**src/i2cm_pkg.sv**
```systemverilog
// ----------------------------------------------------------------------------
// i2cm_pkg
// Types and constants shared by the I2C byte-level bus master.
// ----------------------------------------------------------------------------
package i2cm_pkg;

  localparam int unsigned RegW     = 8;
  localparam logic [7:0]  PhaseTicksRst = 8'd14;
  localparam logic [7:0]  AckTimeoutRst = 8'd250;
  localparam logic [3:0]  BitsPerByte   = 4'd8;

  // configuration register indexes
  localparam logic CfgPhaseTicks = 1'b0;
  localparam logic CfgAckTimeout = 1'b1;

  typedef enum logic [1:0] {
    KindStart = 2'd0,
    KindSend  = 2'd1,
    KindRecv  = 2'd2,
    KindStop  = 2'd3
  } kind_e;

  typedef enum logic [3:0] {
    PhIdle = 4'd0,
    PhStA  = 4'd1,
    PhStB  = 4'd2,
    PhStC  = 4'd3,
    PhSpA  = 4'd4,
    PhSpB  = 4'd5,
    PhTxA  = 4'd6,
    PhTxB  = 4'd7,
    PhTxC  = 4'd8,
    PhAkA  = 4'd9,
    PhAkB  = 4'd10,
    PhAkW  = 4'd11,
    PhAkD  = 4'd12,
    PhRxL  = 4'd13,
    PhRxH  = 4'd14,
    PhRaB  = 4'd15
  } phase_e;

  typedef struct packed {
    phase_e      phase;
    logic [3:0]  bit_count;
    logic [7:0]  shift_reg;
    logic [7:0]  delay_count;
    logic [7:0]  wait_count;
    logic        scl;
    logic        sda;
    logic        ack_choice;
    logic [7:0]  received;
    logic        ack_status;
    logic        ack_drive;
  } seq_state_t;

  typedef struct packed {
    logic        cmd_valid;
    kind_e       kind;
    logic [7:0]  tx_byte;
    logic        send_ack;
    logic        sda_level;
  } tick_t;

  typedef struct packed {
    logic        scl_release;
    logic        sda_release;
    logic        busy_res;
    logic        done_res;
    logic [7:0]  rx_byte;
    logic        status;
  } result_t;

endpackage

```
**src/i2cm_seq.sv**
```systemverilog
// ----------------------------------------------------------------------------
// i2cm_seq
// Bus phase sequencer: holds the SCL/SDA state and steps it once per tick.
// ----------------------------------------------------------------------------
module i2cm_seq (
  input  logic               clk_i,
  input  logic               rst_ni,
  input  logic               step_i,
  input  i2cm_pkg::tick_t    tick_i,
  input  logic [7:0]         phase_ticks_i,
  input  logic [7:0]         ack_timeout_i,
  output i2cm_pkg::result_t  res_o
);

  i2cm_pkg::seq_state_t st_q, st_d;
  logic                 done;
  logic [7:0]           pt;
  logic [8:0]           delay_inc;
  logic [3:0]           bit_inc;

  assign pt        = (phase_ticks_i == 8'd0) ? 8'd1 : phase_ticks_i;
  assign delay_inc = {1'b0, st_q.delay_count} + 9'd1;
  assign bit_inc   = st_q.bit_count + 4'd1;

  // next state
  always_comb begin
    st_d = st_q;
    done = 1'b0;
    if (st_q.phase == i2cm_pkg::PhIdle) begin
      if (tick_i.cmd_valid) begin
        st_d.ack_status  = 1'b0;
        st_d.wait_count  = '0;
        st_d.bit_count   = '0;
        st_d.ack_drive   = 1'b0;
        st_d.delay_count = '0;
        unique case (tick_i.kind)
          i2cm_pkg::KindStart: begin
            st_d.phase = i2cm_pkg::PhStA;
            st_d.scl   = 1'b1;
            st_d.sda   = 1'b1;
          end
          i2cm_pkg::KindSend: begin
            st_d.shift_reg = tick_i.tx_byte;
            st_d.phase     = i2cm_pkg::PhTxA;
            st_d.scl       = 1'b0;
            st_d.sda       = tick_i.tx_byte[7];
          end
          i2cm_pkg::KindRecv: begin
            st_d.received   = '0;
            st_d.ack_choice = tick_i.send_ack;
            st_d.phase      = i2cm_pkg::PhRxL;
            st_d.scl        = 1'b0;
            st_d.sda        = 1'b1;
          end
          default: begin
            st_d.phase = i2cm_pkg::PhSpA;
            st_d.scl   = 1'b0;
            st_d.sda   = 1'b0;
          end
        endcase
      end
    end else if (st_q.phase == i2cm_pkg::PhAkW) begin
      if (!tick_i.sda_level) begin
        st_d.phase       = i2cm_pkg::PhAkD;
        st_d.scl         = 1'b0;
        st_d.delay_count = '0;
      end else if (st_q.wait_count >= ack_timeout_i) begin
        // no acknowledge: finish with a stop condition
        st_d.ack_status  = 1'b1;
        st_d.phase       = i2cm_pkg::PhSpA;
        st_d.scl         = 1'b0;
        st_d.sda         = 1'b0;
        st_d.delay_count = '0;
      end else begin
        st_d.wait_count = st_q.wait_count + 8'd1;
      end
    end else begin
      if (st_q.phase == i2cm_pkg::PhRxH && st_q.delay_count == 8'd0) begin
        st_d.received = {st_q.received[6:0], tick_i.sda_level};
      end
      if (delay_inc >= {1'b0, pt}) begin
        st_d.delay_count = '0;
        unique case (st_q.phase)
          i2cm_pkg::PhStA: begin
            st_d.phase = i2cm_pkg::PhStB;
            st_d.sda   = 1'b0;
          end
          i2cm_pkg::PhStB: begin
            st_d.phase = i2cm_pkg::PhStC;
            st_d.scl   = 1'b0;
          end
          i2cm_pkg::PhSpA: begin
            st_d.phase = i2cm_pkg::PhSpB;
            st_d.scl   = 1'b1;
            st_d.sda   = 1'b1;
          end
          i2cm_pkg::PhTxA: begin
            st_d.phase = i2cm_pkg::PhTxB;
            st_d.scl   = 1'b1;
          end
          i2cm_pkg::PhTxB: begin
            st_d.shift_reg = {st_q.shift_reg[6:0], 1'b0};
            st_d.bit_count = bit_inc;
            st_d.phase     = i2cm_pkg::PhTxC;
            st_d.scl       = 1'b0;
            st_d.sda       = 1'b1;
          end
          i2cm_pkg::PhTxC: begin
            if (st_q.bit_count >= i2cm_pkg::BitsPerByte) begin
              st_d.phase = i2cm_pkg::PhAkA;
              st_d.sda   = 1'b1;
            end else begin
              st_d.phase = i2cm_pkg::PhTxA;
              st_d.scl   = 1'b0;
              st_d.sda   = st_q.shift_reg[7];
            end
          end
          i2cm_pkg::PhAkA: begin
            st_d.phase = i2cm_pkg::PhAkB;
            st_d.scl   = 1'b1;
          end
          i2cm_pkg::PhAkB: begin
            st_d.wait_count = '0;
            st_d.phase      = i2cm_pkg::PhAkW;
          end
          i2cm_pkg::PhRxL: begin
            st_d.scl = 1'b1;
            if (st_q.ack_drive) begin
              st_d.ack_drive = 1'b0;
              st_d.phase     = i2cm_pkg::PhRaB;
            end else begin
              st_d.phase = i2cm_pkg::PhRxH;
            end
          end
          i2cm_pkg::PhRxH: begin
            st_d.bit_count = bit_inc;
            st_d.phase     = i2cm_pkg::PhRxL;
            st_d.scl       = 1'b0;
            if (bit_inc >= i2cm_pkg::BitsPerByte) begin
              // ack slot: drive low for ACK, release for NACK
              st_d.ack_drive = 1'b1;
              st_d.sda       = ~st_q.ack_choice;
            end
          end
          i2cm_pkg::PhRaB: begin
            st_d.scl   = 1'b0;
            st_d.phase = i2cm_pkg::PhIdle;
            done       = 1'b1;
          end
          i2cm_pkg::PhStC, i2cm_pkg::PhSpB, i2cm_pkg::PhAkD: begin
            st_d.phase = i2cm_pkg::PhIdle;
            done       = 1'b1;
          end
          default: begin
            st_d.delay_count = st_q.delay_count;
          end
        endcase
      end else begin
        st_d.delay_count = delay_inc[7:0];
      end
    end
  end

  // result of this tick
  always_comb begin
    res_o.scl_release = st_d.scl;
    res_o.sda_release = st_d.sda;
    res_o.busy_res    = (st_d.phase != i2cm_pkg::PhIdle);
    res_o.done_res    = done;
    res_o.rx_byte     = st_d.received;
    res_o.status      = st_d.ack_status;
  end

  always_ff @(posedge clk_i or negedge rst_ni) begin
    if (!rst_ni) begin
      st_q.phase       <= i2cm_pkg::PhIdle;
      st_q.bit_count   <= '0;
      st_q.shift_reg   <= '0;
      st_q.delay_count <= '0;
      st_q.wait_count  <= '0;
      st_q.scl         <= 1'b1;
      st_q.sda         <= 1'b1;
      st_q.ack_choice  <= 1'b0;
      st_q.received    <= '0;
      st_q.ack_status  <= 1'b0;
      st_q.ack_drive   <= 1'b0;
    end else if (step_i) begin
      st_q <= st_d;
    end
  end

  a_ack_wait_scl_high: assert property (@(posedge clk_i) disable iff (!rst_ni)
    st_q.phase == i2cm_pkg::PhAkW |-> st_q.scl)
    else $error("scl pulled low during ack wait");

  a_done_goes_idle: assert property (@(posedge clk_i) disable iff (!rst_ni)
    step_i && done |=> st_q.phase == i2cm_pkg::PhIdle)
    else $error("command done but sequencer not idle");

  a_tx_bits_bounded: assert property (@(posedge clk_i) disable iff (!rst_ni)
    st_q.phase == i2cm_pkg::PhTxA |-> st_q.bit_count < i2cm_pkg::BitsPerByte)
    else $error("send phase past last bit");

endmodule

```
**src/i2c_bit_level_master.sv**
```systemverilog
// ----------------------------------------------------------------------------
// i2c_bit_level_master
// I2C byte-level bus master with stream input/output and config write port.
// ----------------------------------------------------------------------------
// Each input transaction is one bus tick: an optional command (start, send
// byte with ack check, receive byte with ACK/NACK, stop) plus the sampled SDA
// level. Every tick yields exactly one output transaction with the SCL/SDA
// release levels, busy, a one-tick done pulse, the received byte and the
// no-ack status. One tick is taken per clock cycle while the output register
// is empty or read; the sequencer updates its state in the cycle a tick is
// accepted and the result sits in a single output register. Registers are to
// be written only while no command is running; the block does not enforce it.
module i2c_bit_level_master (
  input  logic         clk_i,
  input  logic         rst_ni,
  // cfg index 0 phase_ticks, 1 ack_timeout
  input  logic         cfg_we_i,
  input  logic         cfg_idx_i,
  input  logic [7:0]   cfg_wdata_i,
  input  logic         s_axis_tvalid,
  output logic         s_axis_tready,
  // [0] cmd_valid, [8:1] tx_byte, [9] send_ack, [10] sda_level, [15:11] zero
  input  logic [15:0]  s_axis_tdata,
  // [1:0] kind
  input  logic [1:0]   s_axis_tuser,
  output logic         m_axis_tvalid,
  input  logic         m_axis_tready,
  // [0] scl_release, [1] sda_release, [2] busy_res, [3] done_res,
  // [11:4] rx_byte, [12] status, [15:13] zero
  output logic [15:0]  m_axis_tdata
);

  logic [7:0]        phase_ticks_q;
  logic [7:0]        ack_timeout_q;
  logic              out_valid_q;
  i2cm_pkg::result_t res_q, res;
  i2cm_pkg::tick_t   tick;
  logic              accept;

  assign s_axis_tready = !out_valid_q || m_axis_tready;
  assign accept        = s_axis_tvalid && s_axis_tready;

  assign tick.cmd_valid = s_axis_tdata[0];
  assign tick.kind      = i2cm_pkg::kind_e'(s_axis_tuser);
  assign tick.tx_byte   = s_axis_tdata[8:1];
  assign tick.send_ack  = s_axis_tdata[9];
  assign tick.sda_level = s_axis_tdata[10];

  i2cm_seq u_seq (
    .clk_i         (clk_i),
    .rst_ni        (rst_ni),
    .step_i        (accept),
    .tick_i        (tick),
    .phase_ticks_i (phase_ticks_q),
    .ack_timeout_i (ack_timeout_q),
    .res_o         (res)
  );

  always_ff @(posedge clk_i or negedge rst_ni) begin
    if (!rst_ni) begin
      phase_ticks_q <= i2cm_pkg::PhaseTicksRst;
      ack_timeout_q <= i2cm_pkg::AckTimeoutRst;
    end else if (cfg_we_i) begin
      unique case (cfg_idx_i)
        i2cm_pkg::CfgPhaseTicks: phase_ticks_q <= cfg_wdata_i;
        default:                 ack_timeout_q <= cfg_wdata_i;
      endcase
    end
  end

  always_ff @(posedge clk_i or negedge rst_ni) begin
    if (!rst_ni) begin
      out_valid_q <= 1'b0;
    end else if (s_axis_tready) begin
      out_valid_q <= s_axis_tvalid;
    end
  end

  always_ff @(posedge clk_i) begin
    if (accept) begin
      res_q <= res;
    end
  end

  assign m_axis_tvalid = out_valid_q;
  assign m_axis_tdata  = {3'b000, res_q.status, res_q.rx_byte, res_q.done_res,
                          res_q.busy_res, res_q.sda_release, res_q.scl_release};

  a_done_not_busy: assert property (@(posedge clk_i) disable iff (!rst_ni)
    out_valid_q |-> !(res_q.done_res && res_q.busy_res))
    else $error("done reported while still busy");

  a_ready_when_empty: assert property (@(posedge clk_i) disable iff (!rst_ni)
    !out_valid_q |-> s_axis_tready)
    else $error("input stalled with empty output register");

endmodule

```
**config.mk**
```make
export PLATFORM = sky130hd
export DESIGN_NAME = i2c_bit_level_master
export DESIGN_NICKNAME = d
export VERILOG_FILES = /design/src/i2cm_pkg.sv /design/src/i2cm_seq.sv /design/src/i2c_bit_level_master.sv
export SDC_FILE = /design/constraint.sdc
export NUM_CORES = 1
export LEC_CHECK = 0
export ABC_AREA = 1
export BUFFER_PORTS_ARGS = -buffer_cell sky130_fd_sc_hd__buf_2
export CORE_AREA = 10 10 99 101
export CTS_CLUSTER_DIAMETER = 30
export CTS_CLUSTER_SIZE = 30
export DETAILED_ROUTE_END_ITERATION = 8
export DIE_AREA = 0 0 109 111
export HOLD_SLACK_MARGIN = 0.1
export MAX_ROUTING_LAYER = met4
export PLACE_DENSITY = 0.78
export SKIP_CTS_REPAIR_TIMING = 1
export SLEW_MARGIN = 20
export SYNTH_ARGS = -nofsm -noshare
export SYNTH_HDL_FRONTEND = slang
export SYNTH_SLANG_ARGS = --single-unit
```
**constraint.sdc**
```tcl
create_clock -name clk_i -period 3.05 [get_ports clk_i]
set_input_delay 0.7625 -clock clk_i [delete_from_list [all_inputs] [get_ports clk_i]]
set_output_delay 0.7625 -clock clk_i [all_outputs]
set_load 0.1 [all_outputs]
```
==> flow_metrics.tcl <==
set metrics [dict create \
    synth_fa_ha_area_frac 0.0585 \
    powerDensity_nw_per_um2 859 \
    post-synth-top-count-cell "nand2_1" \
    grt_pass1_wl_mm 17.3 \
    via_per_inst 5.17 \
    htreeDepth 3 \
    ant_nets 0 \
    rows 33 \
    core_area_um2 7970 \
    numCtsBuffers 9 \
    cts-root-buf "clkbuf_8" \
    cp-start-kind "flop" \
    yosysTopAreaCell "dfrtp_1" \
    slowest_delay_ns 0.40 \
    numClockSinks 75 \
    grt_start_max_net_pins 34 \
    layout.cells.non_filler 754 \
    drive_gt1_frac 0.163 \
    hold_class "in -> async" \
    netlist_top_cells_area "dfrtp_1 28%, nand2_1 12%, edfxtp_1 8.7%, inv_1 8.6%, o21ai_0 6.5%" \
    status "complete, no violations" \
    leakage_nw 2.60 \
    timing.setup.tns_ns 0 \
    antenna_cells 0 \
    cp_slowest_cell "dfrtp_1" \
    gp_congestion 0.985 \
    dr.first_iter.drc_count 225 \
    die_x_um 109 \
    ys_seq_area_frac 0.435 \
    cp_cell_sequence "ha_1 -> nand2_2 -> nor3_1 -> xor2_1 -> ha_1 -> a21o_1 -> nand3_1 -> nand2_1 -> nor2_1 -> nand3_2 -> nand2_1 -> nand2_2 -> o21ai_4 -> buf_12 -> buf_4 -> o21ai_2" \
    place_ws_ns 0.102 \
    drc 0 \
    dieArea_um2 12100 \
    cts_tree "done" \
    synth_top_family_by_area "simple AND/OR/NAND/NOR gates" \
    fin_worst_skew_ns 0.00961 \
    die_h_um 111 \
    max-slew-margin-rel 0.519 \
    setup_viol 0 \
    slew_violations 0 \
    clk_pin_slew_ns 0.08 \
    clock_path_buffers 2 \
    post-dp-hpwl_mm 7.53 \
    grt_antenna_before_repair 0 \
    synth_top_area_share 0.284 \
    synth.avg_cell_area_um2 7.57 \
    arrival_ns 3.08 \
    first_pass_iters 6 \
    clkLatencyLatePin_ns 0.36 \
    worst_pin_slew_ns 0.722 \
    critPathKind "reg -> reg" \
    final.period_utilization 0.926 \
    max_cap_violations 0 \
    routed_wl_mm 10.0 \
    grt_overflow 0 \
    dpl.cell_count 734 \
    ys_types 40 \
    yosysWarnings 0 \
    port_buffers 41 \
    yosys-top-cells-count "143 x nand2_1, 103 x inv_1, 58 x o21ai_0, 54 x nor2_1, 51 x dfrtp_1" \
    async_reset_ff_frac 0.827 \
    path_max_fanout 16 \
    grt_pass1_vias 3787 \
    synth_compound_area_frac 0.128 \
    fin_hold_ws_ns 0.451 \
    muxShareOfSynthArea 0 \
    rsz0062_at_grt "no" \
    synthCells 594 \
    wl_per_cell_um 13.3 \
    irDropWorstVdd_v 0.000404 \
    total_power_mw 4.38 \
    ys_ff_latch 75 \
    syn_area_um2 4490 \
    fmax_ghz 0.354 \
    cp-end-kind "flop" \
    reg2reg_slack_ns 0.22 \
    synth_xor_area_frac 0.0156 \
    worstPathRequired_ns 3.30 \
    hold_viol 0 \
    start_util 0.564 \
    synth_top_flop_cell "dfrtp_1" \
    timing.final.crit_period_ns 2.83 \
    nNetsFinal 697 \
    io_pins 50 \
    syn2layout_area_growth_pct 13.4 \
    synth-edff-count 13 \
    grtUsageTotal 0.177 \
    yosys.area_share.simple 0.256 \
    vias 3899 \
    setup_slack_ns 0.225 \
]
through the flow:
stage | instance area [µm²] | utilization
2_1_floorplan | 4500 | -
3_3_place_gp | 4810 | 0.604
3_5_place_dp | 4810 | 0.604
4_1_cts | 4990 | 0.627
5_1_grt | 5090 | 0.639
6_report | 5090 | 0.639
worst max-delay path: cells and delay by family (launching register included):
| family | cells | cell delay, ns |
|---|---|---|
| xor gates and xnor gates | 1 | 0.23 |
| DFF | 1 | 0.40 |
| AOI/OAI and AO/OA | 3 | 0.40 |
| buffers and inverters | 2 | 0.26 |
| adders and majority gates | 2 | 0.51 |
| and+or+nand+nor | 8 | 0.90 |
cell usage in the layout (no fill, tap or decap), types with 2 or more instances in the layout:
| cell type | instances |
|---|---|
| nand2_1 | 143 |
| inv_1 | 103 |
| o21ai_0 | 58 |
| nor2_1 | 52 |
| dfrtp_1 | 51 |
| buf_2 | 41 |
| nand3_1 | 32 |
| ha_1 | 21 |
| a21oi_1 | 14 |
| edfxtp_1 | 13 |
| dfstp_2 | 11 |
| o21ai_1 | 10 |
| nand4_1 | 9 |
| o22ai_1 | 9 |
| clkbuf_8 | 9 |
| nand2_2 | 7 |
| xor2_1 | 6 |
| nor2_2 | 5 |
| buf_4 | 5 |
| inv_2 | 3 |
| nor2_4 | 3 |
| nand3_2 | 3 |
| nor3_1 | 3 |
| a31oi_1 | 3 |
| conb_1 | 3 |
| inv_6 | 3 |
| buf_12 | 3 |
| xor2_2 | 2 |
| nor3_4 | 2 |
| nor4_1 | 2 |
| o211ai_1 | 2 |
| o21ai_2 | 2 |
| nand3b_1 | 2 |
| clkinv_4 | 2 |
| clkinvlp_4 | 2 |
sequential cells by signal (all words and copies together) (netlist names):
signal and cells:
m_axis_tdata 13, u_seq.st_q 45, phase_ticks_q 8, m_axis_tvalid 1
ack_timeout_q 8
per-layer routing:
metal	wire [µm]	global-route usage
met1	4490	0.218
met2	4850	0.282
met3	588	0.0372
met4	101	0.0545
met5	0	-
kinds of logic (layout without fill, tap and decap cells):
| logic type | count (synthesis) | count (layout) |
|---|---|---|
| other cells | 1 | 3 |
| xor+xnor | 8 | 8 |
| simple gates | 265 | 265 |
| fa+ha+maj | 21 | 21 |
| buf+inv | 120 | 173 |
| flops | 75 | 75 |
| compound gates | 104 | 104 |
report_power, final:
group / internal (mW) / total [mW] / switching (mW) / leakage (nW)
Clock: 0.306 / 0.719 / 0.413 / 0.0868
Sequential: 1.33 / 1.54 / 0.206 / 0.892
Combinational: 0.650 / 2.12 / 1.47 / 1.62
path summary, 6_finish.rpt:
path,end,start,cells past startpoint
max,u_seq.st_q[13],u_seq.st_q[21],16
min,u_seq.st_q[33],rst_ni,1
max reg2reg,u_seq.st_q[13],u_seq.st_q[21],16
min reg2reg,u_seq.st_q[11],u_seq.st_q[11],2
max in group asynchronous,ack_timeout_q[1],rst_ni,2
min in group clk_i,u_seq.st_q[11],u_seq.st_q[11],2
cell type report:
cell class / instances / area [µm²]
Inverter: 107 / 402
Timing Repair Buffer: 50 / 314
Multi-Input combinational cell: 401 / 2110
Clock inverter: 7 / 58.8
Sequential cell: 75 / 1960
Tap cell: 105 / 131
Fill cell: 696 / 2870
Clock buffer: 9 / 124
Power figures use the tool's default switching activity.
